File: src/hdl/nlc_pkg.sv
// Shared definitions for the numeric literal classifier.
// Holds character codes, result kind codes, the scanner state type and
// character test functions. No dependencies.
`timescale 1ns / 1ps

package nlc_pkg;

  // Result kind codes.
  localparam logic [2:0] KIND_NONE   = 3'd0;
  localparam logic [2:0] KIND_HEX    = 3'd1;
  localparam logic [2:0] KIND_INT    = 3'd2;
  localparam logic [2:0] KIND_FLOAT  = 3'd3;
  localparam logic [2:0] KIND_DOUBLE = 3'd4;
  localparam logic [2:0] KIND_ARITH  = 3'd5;

  // Exponent tracking codes.
  localparam logic [1:0] EXP_NONE       = 2'd0;
  localparam logic [1:0] EXP_AFTER_E    = 2'd1;
  localparam logic [1:0] EXP_AFTER_SIGN = 2'd2;

  // Character codes.
  localparam logic [7:0] CH_NUL    = 8'h00;
  localparam logic [7:0] CH_PLUS   = 8'h2B;
  localparam logic [7:0] CH_MINUS  = 8'h2D;
  localparam logic [7:0] CH_DOT    = 8'h2E;
  localparam logic [7:0] CH_STAR   = 8'h2A;
  localparam logic [7:0] CH_SLASH  = 8'h2F;
  localparam logic [7:0] CH_CARET  = 8'h5E;
  localparam logic [7:0] CH_PCT    = 8'h25;
  localparam logic [7:0] CH_LPAREN = 8'h28;
  localparam logic [7:0] CH_RPAREN = 8'h29;
  localparam logic [7:0] CH_ZERO   = 8'h30;
  localparam logic [7:0] CH_NINE   = 8'h39;
  localparam logic [7:0] CH_LC_A   = 8'h61;
  localparam logic [7:0] CH_LC_F   = 8'h66;
  localparam logic [7:0] CH_UC_A   = 8'h41;
  localparam logic [7:0] CH_UC_F   = 8'h46;
  localparam logic [7:0] CH_LC_E   = 8'h65;
  localparam logic [7:0] CH_UC_E   = 8'h45;
  localparam logic [7:0] CH_LC_X   = 8'h78;
  localparam logic [7:0] CH_UC_X   = 8'h58;

  // Position counter saturation value.
  localparam logic [1:0] POS_MAX = 2'd3;

  // Scanner state: position counter, one flag per check and the exponent phase.
  typedef struct packed {
    logic [1:0] pos;
    logic       body_seen;
    logic       int_alive;
    logic       float_alive;
    logic       float_dot_seen;
    logic       dbl_alive;
    logic       dbl_dot_seen;
    logic       exp_seen;
    logic [1:0] exp_phase;
    logic       hex_alive;
    logic       op_seen;
  } scan_state_t;

  localparam scan_state_t SCAN_RESET = '{
    pos:            2'd0,
    body_seen:      1'b0,
    int_alive:      1'b1,
    float_alive:    1'b1,
    float_dot_seen: 1'b0,
    dbl_alive:      1'b1,
    dbl_dot_seen:   1'b0,
    exp_seen:       1'b0,
    exp_phase:      EXP_NONE,
    hex_alive:      1'b1,
    op_seen:        1'b0
  };

  function automatic logic dec_digit(input logic [7:0] c);
    return (c >= CH_ZERO) && (c <= CH_NINE);
  endfunction

  function automatic logic hex_digit(input logic [7:0] c);
    return dec_digit(c) || ((c >= CH_LC_A) && (c <= CH_LC_F)) ||
           ((c >= CH_UC_A) && (c <= CH_UC_F));
  endfunction

  function automatic logic sign_char(input logic [7:0] c);
    return (c == CH_PLUS) || (c == CH_MINUS);
  endfunction

  function automatic logic op_char(input logic [7:0] c);
    return sign_char(c) || (c == CH_STAR) || (c == CH_SLASH) ||
           (c == CH_CARET) || (c == CH_PCT) || (c == CH_LPAREN) ||
           (c == CH_RPAREN);
  endfunction

endpackage

File: src/hdl/numeric_literal_classifier.sv
// Numeric literal classifier, top level: input register, scanner, result register.
// A zero byte ends a string; its result is loaded into the result register when it leaves the input register.
// Throughput is one byte per cycle while no terminator is held back by a full result register.
// A result waiting in the output register holds back the next terminator byte.
// Synchronous reset clears both registers' valid flags and all scanner state.
// Depends on nlc_pkg and nlc_scan.
`timescale 1ns / 1ps

module numeric_literal_classifier (
  input  logic       clk,
  input  logic       rst,
  input  logic       in_valid,
  output logic       in_ready,
  input  logic [7:0] char_byte,
  output logic       out_valid,
  input  logic       out_ready,
  output logic       is_number,
  output logic [2:0] kind
);
  import nlc_pkg::*;

  logic       in_full;
  logic [7:0] in_byte;
  logic       term;
  logic       advance;
  logic [2:0] scan_kind;

  // A held byte moves on unless it is a terminator facing a full result register that is not being read.
  assign term     = (in_byte == CH_NUL);
  assign advance  = in_full && (!term || !out_valid || out_ready);
  assign in_ready = !in_full || advance;

  // Input register.
  always_ff @(posedge clk) begin
    if (rst) begin
      in_full <= 1'b0;
    end else if (in_ready) begin
      in_full <= in_valid;
    end
  end

  always_ff @(posedge clk) begin
    if (in_valid && in_ready) begin
      in_byte <= char_byte;
    end
  end

  nlc_scan u_scan (
    .clk       (clk),
    .rst       (rst),
    .step      (advance),
    .char_byte (in_byte),
    .kind      (scan_kind)
  );

  // Result register, loaded by a terminator request.
  always_ff @(posedge clk) begin
    if (rst) begin
      out_valid <= 1'b0;
    end else if (advance && term) begin
      out_valid <= 1'b1;
    end else if (out_ready) begin
      out_valid <= 1'b0;
    end
  end

  always_ff @(posedge clk) begin
    if (advance && term) begin
      kind      <= scan_kind;
      is_number <= (scan_kind != KIND_NONE);
    end
  end

endmodule

File: src/hdl/nlc_scan.sv
// Per-byte scanner state of the numeric literal classifier.
// Updates all class checks for one byte a cycle while step is high, and decodes the class.
// Depends on nlc_pkg.
`timescale 1ns / 1ps

module nlc_scan (
  input  logic       clk,
  input  logic       rst,
  input  logic       step,
  input  logic [7:0] char_byte,
  output logic [2:0] kind
);
  import nlc_pkg::*;

  scan_state_t st;
  scan_state_t st_next;
  logic        body_char;

  // Bytes other than a leading sign belong to the number body.
  assign body_char = !((st.pos == 2'd0) && sign_char(char_byte));

  // Next state for one byte; the terminator returns to the reset state.
  always_comb begin
    st_next = st;
    if (char_byte == CH_NUL) begin
      st_next = SCAN_RESET;
    end else begin
      // Hex form: '0', then x or X, then hex digits.
      case (st.pos)
        2'd0: if (char_byte != CH_ZERO) st_next.hex_alive = 1'b0;
        2'd1: if ((char_byte != CH_LC_X) && (char_byte != CH_UC_X)) st_next.hex_alive = 1'b0;
        default: if (!hex_digit(char_byte)) st_next.hex_alive = 1'b0;
      endcase

      if (op_char(char_byte)) st_next.op_seen = 1'b1;

      if (body_char) begin
        st_next.body_seen = 1'b1;
        if (!dec_digit(char_byte)) st_next.int_alive = 1'b0;

        // Plain decimal with one dot.
        if (char_byte == CH_DOT) begin
          if (st.float_dot_seen) st_next.float_alive = 1'b0;
          else st_next.float_dot_seen = 1'b1;
        end else if (!dec_digit(char_byte)) begin
          st_next.float_alive = 1'b0;
        end

        // Scientific notation.
        if (st.dbl_alive) begin
          if (st.exp_phase == EXP_AFTER_E) begin
            if (sign_char(char_byte)) begin
              st_next.exp_phase = EXP_AFTER_SIGN;
            end else begin
              if (!dec_digit(char_byte)) st_next.dbl_alive = 1'b0;
              st_next.exp_phase = EXP_NONE;
            end
          end else if (st.exp_phase == EXP_AFTER_SIGN) begin
            if (!dec_digit(char_byte)) st_next.dbl_alive = 1'b0;
            st_next.exp_phase = EXP_NONE;
          end else if (char_byte == CH_DOT) begin
            if (st.dbl_dot_seen || st.exp_seen) st_next.dbl_alive = 1'b0;
            else st_next.dbl_dot_seen = 1'b1;
          end else if ((char_byte == CH_LC_E) || (char_byte == CH_UC_E)) begin
            if (st.exp_seen) begin
              st_next.dbl_alive = 1'b0;
            end else begin
              st_next.exp_seen  = 1'b1;
              st_next.exp_phase = EXP_AFTER_E;
            end
          end else if (!dec_digit(char_byte)) begin
            st_next.dbl_alive = 1'b0;
          end
        end
      end

      if (st.pos != POS_MAX) st_next.pos = st.pos + 2'd1;
    end
  end

  always_ff @(posedge clk) begin
    if (rst) begin
      st <= SCAN_RESET;
    end else if (step) begin
      st <= st_next;
    end
  end

  // Class decode in priority order from the state before the terminator.
  always_comb begin
    if (st.hex_alive && (st.pos == POS_MAX)) begin
      kind = KIND_HEX;
    end else if (st.body_seen && st.int_alive) begin
      kind = KIND_INT;
    end else if (st.body_seen && st.float_alive && st.float_dot_seen) begin
      kind = KIND_FLOAT;
    end else if (st.body_seen && st.dbl_alive && (st.exp_phase == EXP_NONE) &&
                 (st.dbl_dot_seen || st.exp_seen)) begin
      kind = KIND_DOUBLE;
    end else if (st.op_seen) begin
      kind = KIND_ARITH;
    end else begin
      kind = KIND_NONE;
    end
  end

endmodule
File: config.mk
export PLATFORM = sky130hd
export DESIGN_NAME = numeric_literal_classifier
export DESIGN_NICKNAME = d
export VERILOG_FILES = /design/src/hdl/nlc_pkg.sv /design/src/hdl/numeric_literal_classifier.sv /design/src/hdl/nlc_scan.sv
export SDC_FILE = /design/constraint.sdc
export NUM_CORES = 1
export LEC_CHECK = 0
export ABC_AREA = 1
export BUFFER_PORTS_ARGS = -buffer_cell sky130_fd_sc_hd__buf_4
export CAP_MARGIN = 20
export CELL_PAD_IN_SITES_DETAIL_PLACEMENT = 1
export CELL_PAD_IN_SITES_GLOBAL_PLACEMENT = 1
export CORE_MARGIN = 2
export CORE_UTILIZATION = 42
export DETAILED_ROUTE_END_ITERATION = 6
export HOLD_SLACK_MARGIN = 0.12
export PLACE_DENSITY = 0.86
export RECOVER_POWER = 50
export SETUP_SLACK_MARGIN = 0.4
export SLEW_MARGIN = 10
export SYNTH_ARGS = -nofsm -noshare
export SYNTH_HDL_FRONTEND = slang
export SYNTH_SLANG_ARGS = --single-unit
File: constraint.sdc
create_clock -name clk -period 3.8 [get_ports clk]
set_input_delay 0.38 -clock clk [delete_from_list [all_inputs] [get_ports clk]]
set_output_delay 0.38 -clock clk [all_outputs]
set_load 0.02 [all_outputs]
# ---- Word-level counts from Yosys, hierarchy flattened
# Index checks and enable logic that the tools add are counted.
dict set report op_classes {
  n_addsub 1
  mul 0
  div_mod_pow 0
  magnitude_cmp 6
  eq_ne 32
  n_shift 0
  muxes 38
  n_bitwise 0
  n_reduce_logical 53
}
# cell n
set op_table {}
lappend op_table {{$eq A8 B6 Y1 const B} 8}
lappend op_table {{$eq A8 B7 Y1 const B} 3}
lappend op_table {{$mux W3} 7}
lappend op_table {{$mux W1} 20}
lappend op_table {{$ge A8 B7 Y1 const B} 2}
lappend op_table {{$le A8 B7 Y1 const B} 2}
lappend op_table {{$ne A8 B7 Y1 const B} 2}
lappend op_table {{$logic_and A1 B1 Y1} 15}
lappend op_table {{$logic_or A1 B1 Y1} 14}
lappend op_table {{$mux W2} 7}
lappend op_table {{$ne A2 B2 Y1 const B} 7}
lappend op_table {{$reduce_and A7 Y1} 2}
lappend op_table {{$mux W13} 1}
lappend op_table {{$reduce_bool A2 Y1} 6}
lappend op_table {{$mux W9} 1}
lappend op_table {{$ge A8 B6 Y1 const B} 1}
lappend op_table {{$le A8 B6 Y1 const B} 1}
lappend op_table {{$logic_not A8 Y1} 1}
lappend op_table {{$ne A4 B4 Y1 const B} 2}
lappend op_table {{$ne A8 B6 Y1 const B} 1}
lappend op_table {{$reduce_and A4 Y1} 2}
lappend op_table {{$ne A3 B2 Y1 const B} 2}
lappend op_table {{$ne A3 B3 Y1 const B} 2}
lappend op_table {{$reduce_and A2 Y1} 3}
lappend op_table {{12 further kinds} 18}
dict set report word_totals {
  ff_bits 27
  latch_bits 0
  ram_bits 0
  rom_bits 0
  input_bits 12
  output_inout_bits 6
  mem_count 0
}

# ---- Depth between registers and ports, before layout
# Gate-level depths: netlist (run 1).
dict set report logic_depth {
  word_depth 10
  mapped_depth 12
  depth_no_buf 12
}

# ---- By module
# Synthesis (run 1) repeated with hierarchy kept, for this count alone.
dict set report unflattened {
  cells_unflattened 207
  hier_area_um2 1565.3
}
# mod n_inst cells_each area_per_inst_um2 seq_area_each_um2
set modules_own_cells {}
lappend modules_own_cells {nlc_scan 1 173 1064.8 260.2}
lappend modules_own_cells {numeric_literal_classifier 1 34 500.5 400.4}

# ---- Worst setup path after synthesis (run 1)
# No wires, ideal clock.
dict set report synth_path {
  kind {register -> register}
  startpoint {register in_byte[0]}
  endpoint {register in_byte[0], enable pin}
  t_arrival_ps 1406
  slack_ps 2121
  stages_incl_launch_ff 7
  n_path_buf 0
  synth_period_minus_slack_ps 1679
  cell_sequence {edfxtp_1 -> nor2_4 -> nand2_2 -> nor2_8 -> nand4_1 -> nand2_1 -> inv_1}
}
dict set report synth_between {
  elab_chain_cells 7
}
# item line
set synth_lines {}
lappend synth_lines {{from (decl)} numeric_literal_classifier.sv:23} ;# logic [7:0] in_byte;
lappend synth_lines {{from (signal assigned)} numeric_literal_classifier.sv:44} ;# in_byte <= char_byte;
lappend synth_lines {{$logic_not A8 Y1} numeric_literal_classifier.sv:29} ;# assign term = (in_byte == CH_NUL);
lappend synth_lines {{$logic_not A1 Y1} numeric_literal_classifier.sv:30} ;# assign advance = in_full && (!term || !out_valid || out_ready);
lappend synth_lines {{$logic_or A1 B1 Y1 (2 in series)} numeric_literal_classifier.sv:30}
lappend synth_lines {{$logic_and A1 B1 Y1} numeric_literal_classifier.sv:30}
lappend synth_lines {{$logic_or A1 B1 Y1} numeric_literal_classifier.sv:31} ;# assign in_ready = !in_full || advance;
lappend synth_lines {{net in_ready} numeric_literal_classifier.sv:13} ;# output logic in_ready,
lappend synth_lines {{$logic_and A1 B1 Y1} numeric_literal_classifier.sv:43} ;# if (in_valid && in_ready) begin
# The timed path passes the listed nets, and every way through them passes these cells.
# A chain may end at the register's enable or synchronous reset.

# ---- Final worst setup path (run 1)
dict set report layout_path {
  startpoint {register in_byte[2]}
  endpoint {register u_scan.st[8] (netlist bit)}
}
dict set report layout_between {
  elab_chain_cells 6
}
# item line
set layout_lines {}
lappend layout_lines {{branches (longest 6 deep; another with $ge A8 B6 Y1)} n/a}
lappend layout_lines {{to (signal assigned)} nlc_scan.sv:85} ;# st <= st_next;
lappend layout_lines {{to (decl)} nlc_scan.sv:15} ;# scan_state_t st;
# Parallel ways; which one is timed is not known. The select of a mux whose other input is x is not followed.

==> results of run 1 <==
[how the worst max path moves through the flow]
stage | cells past startpoint | endpoint
after global placement | 5 | in_ready
after floorplan | 6 | in_byte[0]
after CTS | 5 | in_ready
final | 10 | u_scan.st[8]
after detailed placement | 5 | in_ready
after global routing | 10 | u_scan.st[9]
[layout make-up]
cell class	count	share of cell area, %
clock buffers	4	2.58
multi-input cells	144	42.3
inverters	35	7.60
repair buffers	17	6.24
flip-flops and latches	27	37.9
well taps	48	3.44
[power by group]
part	total (mW)	internal, mW	switching [mW]	leakage, nW
Sequential	0.332	0.317	0.0158	0.237
Combinational	0.0695	0.0263	0.0433	0.548
Clock	0.170	0.0753	0.0943	0.0228
Total	0.572	0.418	0.153	0.808
[critical path, delay by kind of cell (launching register included)]
family	cells	cell delay (ns)
simple gates	8	1.64
buf+inv	2	0.42
flops	1	0.54
[cell families after synthesis]
| logic type | Yosys count | share of synthesized area (%) |
|---|---|---|
| AO/OA/AOI/OAI | 27 | 10.0 |
| adder cells (fa/ha/maj) | 6 | 4.74 |
| buffers and inverters | 37 | 9.64 |
| flip-flops | 27 | 41.7 |
| AND/OR/NAND/NOR | 111 | 33.9 |
[registers in the layout, indices dropped and copies added, names as in the netlist]
| signal | count |
|---|---|
| kind | 3 |
| out_valid | 1 |
| u_scan.st | 13 |
| is_number | 1 |
| in_byte | 8 |
| in_full | 1 |
[stage by stage]
stage	setup WS [ns]	hold slack [ns]	instances
floorplan	2.12	0.418	208
global placement	2.10	0.429	271
detailed placement	2.08	0.441	271
CTS	1.77	0.275	275
global route	0.867	0.282	275
finish	1.10	0.277	275
[routing by layer]
metal	track usage [%]	part of all wire, %	up-vias
li1	-	-	708
met1	24.9	50	644
met2	33.5	47	13
met3	2.23	2.1	4
met4	4.69	0.83	0
met5	0	0	-
[layout by cell type, fill, tap and decap left out, types with 2 or more instances in the layout]
cell type and count:
nand4_1 7, nand2_1 57, ha_1 6, buf_4 4, inv_2 3, inv_1 31
clkbuf_8 3, nor2_1 22, a21oi_2 4, edfxtp_1 12, nand3_1 16, clkbuf_4 8
o21ai_0 9, clkbuf_1 6, nand2_2 2, dfxtp_1 15, nor2_4 2, a21oi_1 11
==> metrics.cfg, run 1 <==
[detailed_routing]
drcViolationCount = 0
avgViaCountPerCell = 4.98
drt-initial-drc-count = 61
drt_wl_total_um = 3620
dr.pass1.iters = 4
wl_per_cell_um = 13.2
vias = 1369
ant_nets = 0

[cts]
clock_latency_ns = 0.27
ctsResizeCount = 0
cts_setup_buffers = 0
cts_tree = yes
cts.sinks = 27
clockBufferDepth = 2
cts_max_level = 1
clock-root-buffer = clkbuf_8
numCtsBuffers = 3
clk_pin_slew_ns = 0.10
cts_hold_buffers = 0

[logic_synthesis]
syn_area_um2 = 1580
synth_top_area_share_pct = 22.7
yosysUniqueCellTypes = 26
synth-seq-cells = 27
synthArstFlopShare_pct = 0
ys_top_cells_by_count = nand2_1 (55), inv_1 (31), nor2_1 (20)
synth.yosys.seq_area_share_pct = 41.7
synth_most_common_cell = nand2_1
avgSynthCellArea_um2 = 7.62
yosysWarningCount = 0
synthCells = 208
syn_nets = 226
ys.flop_type = dfxtp_1
synth_top_area_cell = edfxtp_1
synth_edf_count = 12
yosys-top-cells-area = edfxtp_1 (23%), dfxtp_1 (19%), nand2_1 (13%)

[cells_and_area]
postLayoutCellArea_um2 = 1740
fill_cells = 490
post-route-util_pct = 48.0
area_delta_synth_final_pct = 10.1
nNetsFinal = 246
diodes = 0
drive_above_1_share_pct = 13.7
seqCellArea_um2 = 661
multi_input_area_um2 = 737

[worst_hold_path]
min_from = rst
hold_depth = 2
hold_end = in_full
hp-class = in -> reg

[worst_setup_path]
r2r_start = in_byte[2]
path_cells = nor2_1 -> nand2_2 -> nor2_1 -> nand3_4 -> nand2_1 -> clkinvlp_2 -> nand2_4 -> nand2_1 -> inv_2 -> nand2_1
worstSetupEndpointType = flop
cp_data_arrival_time_ns = 2.87
reg2reg_slack_ns = 1.10
worstPathRequired_ns = 3.97
critPathKind = reg -> reg
ff2ff_path_depth = 10
start_kind = flop
critPathLaunch = in_byte[2]
worstPathMaxFanout = 10
cp_slowest_stage_delay_ns = 0.54
critPathSlowestCell = edfxtp_1
regToRegEndpoint = u_scan.st[8]
crit_top_cell = nand2_1

[run]
cap_violations = 0

[grt]
grt_use_total_pct = 19.1
grt_max_degree = 15
grt_pass1_wl_um = 6350
grt_overflow_total = 0
grt_pass1_vias = 1390
grt_antenna_before_repair = 0

[floorplan]
dieArea_um2 = 4280
fp-row-count = 22
dieWidth_um = 65.4
core-area_um2 = 3630
io_pins = 18
start_util_pct = 43.6
fp.dieH_um = 65.4

[sta]
fin_tns_setup_ns = 0
maxSlewViolCount = 0
relSlewSlack_pct = 54.4
period_minus_slack_ns = 2.70
tightestPinTransition_ns = 0.681
rsz0062_at_grt = no
clock_skew_ns = 0.00262
finalHoldViolations = 0
finalSetupViolCount = 0
fmax_ghz = 0.370
final.period_utilization_pct = 71.1

[pwr]
p_leak_nw = 0.808
p_total_mw = 0.572
p_per_area_nw_per_um2 = 328
ir_drop_mv = 0.121

[place]
gp_congestion = 0.791
placed_area_um2 = 1750
dp_hpwl_um = 2930
portBuffers = 17

[status]
outcome = complete, no violations

(Power assumes the default switching activity.)
==> run 2, diff against run 1 <==
--- a/config.mk
+++ b/config.mk
@@ -5,7 +5,7 @@
 export SDC_FILE = /design/constraint.sdc
 export NUM_CORES = 1
 export LEC_CHECK = 0
-export ABC_AREA = 1
+export ABC_AREA = 0
 export BUFFER_PORTS_ARGS = -buffer_cell sky130_fd_sc_hd__buf_4
 export CAP_MARGIN = 20
 export CELL_PAD_IN_SITES_DETAIL_PLACEMENT = 1
@@ -14,7 +14,7 @@
 export CORE_UTILIZATION = 42
 export DETAILED_ROUTE_END_ITERATION = 6
 export HOLD_SLACK_MARGIN = 0.12
-export PLACE_DENSITY = 0.86
+export PLACE_DENSITY = 0.83
 export RECOVER_POWER = 50
 export SETUP_SLACK_MARGIN = 0.4
 export SLEW_MARGIN = 10
==> constraint.sdc (replaced) <==
create_clock -name clk -period 2.75 [get_ports clk]
set_input_delay 0.275 -clock clk [delete_from_list [all_inputs] [get_ports clk]]
set_output_delay 0.275 -clock clk [all_outputs]
set_load 0.02 [all_outputs]
==> metrics.cfg, run 2 <==
[cts]
clk_pin_slew_ns = 0.14  ; +0.04 ns
numCtsBuffers = 3  ; unchanged
cts_max_level = 1  ; unchanged
cts_tree = yes
clockBufferDepth = 2  ; unchanged
cts.sinks = 27  ; unchanged
clock_latency_ns = 0.33  ; +0.06 ns
clock-root-buffer = clkbuf_4

[floorplan]
core-area_um2 = 3280  ; -9.6%
start_util_pct = 42.9  ; -0.74 points
dieWidth_um = 61.9  ; -5.4%
io_pins = 18  ; unchanged
fp.dieH_um = 61.9  ; -5.4%
dieArea_um2 = 3830  ; -10%
fp-row-count = 21  ; -4.5%

[grt]
grt_max_degree = 16  ; +1
grt_use_total_pct = 19.7  ; +0.60 points
grt_pass1_vias = 1249  ; -10%
grt_overflow_total = 0  ; unchanged
grt_antenna_before_repair = 0  ; unchanged
grt_pass1_wl_um = 5420  ; -15%

[logic_synthesis]
yosysWarningCount = 0  ; unchanged
synth_top_area_share_pct = 25.6  ; +2.9 points
avgSynthCellArea_um2 = 9.91  ; +30%
syn_area_um2 = 1410  ; -11%
synthCells = 142  ; -32%
synthArstFlopShare_pct = 0  ; unchanged
synth-seq-cells = 27  ; unchanged
synth_top_area_cell = edfxtp_1
synth.yosys.seq_area_share_pct = 46.9  ; +5.2 points
syn_nets = 160  ; -29%
synth_edf_count = 12  ; unchanged
ys.flop_type = dfxtp_1
yosysUniqueCellTypes = 46  ; +77%
yosys-top-cells-area = edfxtp_1 (26%), dfxtp_1 (21%), ha_1 (5.3%)
ys_top_cells_by_count = dfxtp_1 (15), nor2_1 (15), edfxtp_1 (12)

[worst_setup_path]
worstSetupEndpointType = output pin
critPathKind = reg -> out
worstPathMaxFanout = 7  ; -3
cp_data_arrival_time_ns = 2.11  ; -0.76 ns
worstPathRequired_ns = 2.48  ; -1.49 ns
start_kind = flop

[pwr]
p_leak_nw = 0.649  ; -20%
p_per_area_nw_per_um2 = 433  ; +32%
ir_drop_mv = 0.325  ; +170%

[sta]
maxSlewViolCount = 0  ; unchanged
fmax_ghz = 0.419
tightestPinTransition_ns = 0.523  ; -0.158 ns
whs_ns = 0.159  ; -0.118 ns
rsz0062_at_grt = no
fin_tns_setup_ns = 0  ; unchanged
clock_skew_ns = 0.00415  ; +0.00153 ns
finalHoldViolations = 0  ; unchanged
period_minus_slack_ns = 2.39
finalSetupViolCount = 0  ; unchanged
relSlewSlack_pct = 64.6  ; +10 points
timing.final.ws_setup_ns = 0.361  ; -0.738 ns
final.period_utilization_pct = 86.9

[status]
outcome = complete, no violations

[detailed_routing]
avgViaCountPerCell = 5.64  ; +13%
wl_per_cell_um = 16.5  ; +25%
ant_nets = 0  ; unchanged
drt_wl_total_um = 3650  ; +0.75%
drt-initial-drc-count = 21  ; -66%
vias = 1247  ; -8.9%
dr.pass1.iters = 4  ; unchanged
drcViolationCount = 0  ; unchanged

[cells_and_area]
post-route-util_pct = 52.3  ; +4.3 points
postLayoutCellArea_um2 = 1720  ; -1.6%
area_delta_synth_final_pct = 22.0
diodes = 0  ; unchanged
final_common_cell = dfxtp_1
drive_above_1_share_pct = 18.9  ; +5.2 points
nNetsFinal = 194  ; -21%
top_register = u_scan.st
top_regs = u_scan.st (13), in_byte (8), kind (3)
largest_reg_flops = 13  ; unchanged
fill_cells = 387  ; -21%
final_cell_mix = dfxtp_1 (15), nor2_1 (14), edfxtp_1 (12), buf_4 (12), clkbuf_4 (11)

[place]
pre_cts_ws_ns = 0.445  ; -1.64 ns
gp_congestion = 0.897  ; +13%
dp_hpwl_um = 2630  ; -10%
placed_area_um2 = 1560  ; -11%
portBuffers = 17  ; unchanged

[worst_hold_path]
hp-class = in -> reg

[run]
cap_violations = 0  ; unchanged

run 2: path summary, 6_finish.rpt:
path / start / to / slack [ns] / cells past startpoint
setup / recovery: in_byte[6] / in_ready / 0.36 / 4
setup reg to reg: in_byte[6] / u_scan.st[1] / 0.41 / 5
hold reg to reg: u_scan.st[9] / u_scan.st[9] / 0.49 / 2
hold / removal: rst / u_scan.st[3] / 0.16 / 2
run 2: routing by layer:
metal | up-vias | global-route usage (%) | part of all wire, % | wire (µm)
met5 | - | 0 | 0 | 0
met4 | 0 | 9.73 | 3.3 | 122
met3 | 12 | 2.48 | 3.3 | 121
met2 | 40 | 38.5 | 58 | 2120
met1 | 611 | 20.2 | 35 | 1280
li1 | 584 | - | - | -
run 2: logic make-up after synthesis:
logic type,Yosys count,share of synthesized area (%)
AND/OR/NAND/NOR,56,22.1
AO/OA/AOI/OAI,39,19.9
flip-flops,27,46.9
buffers and inverters,12,4.44
adder cells (fa/ha/maj),6,5.33
XOR/XNOR,2,1.24
run 2: where the power goes:
part	internal (mW)	leakage (nW)	total (mW)	switching, mW
sequential	0.438	0.237	0.461	0.0227
clock	0.0546	0.0177	0.173	0.118
combinational	0.0550	0.394	0.109	0.0541
run 2: critical path: stages (launching register included):
cell and delay [ns]:
edfxtp_1 0.48, or4_1 0.74, nor2_4 0.20, nand4b_1 0.17
buf_4 0.20
run 2: layout make-up:
| class | instances | area [µm²] | area share [%] |
|---|---|---|---|
| repair buffers | 33 | 249 | 14.5 |
| flip-flops and latches | 27 | 661 | 38.5 |
| clock inverters | 1 | 5.00 | 0.292 |
| inverters | 8 | 30.0 | 1.75 |
| multi-input cells | 103 | 692 | 40.3 |
| clock buffers | 3 | 22.5 | 1.31 |
| well taps | 46 | 57.6 | 3.35 |
run 2: through the flow:
step	power, mW	std cells
finish	0.743	221
global placement	0.546	201
global route	0.782	221
floorplan	0.521	142
CTS	0.736	214
detailed placement	0.553	201
run 2: repair_timing:
action                     in CTS  in global routing
resized for setup               1                  2
hold endpoints to repair        8                  0
hold buffers                    8                  0
setup buffers                   1                  7
setup endpoints to repair       1                  1
pin swaps                       0                  2
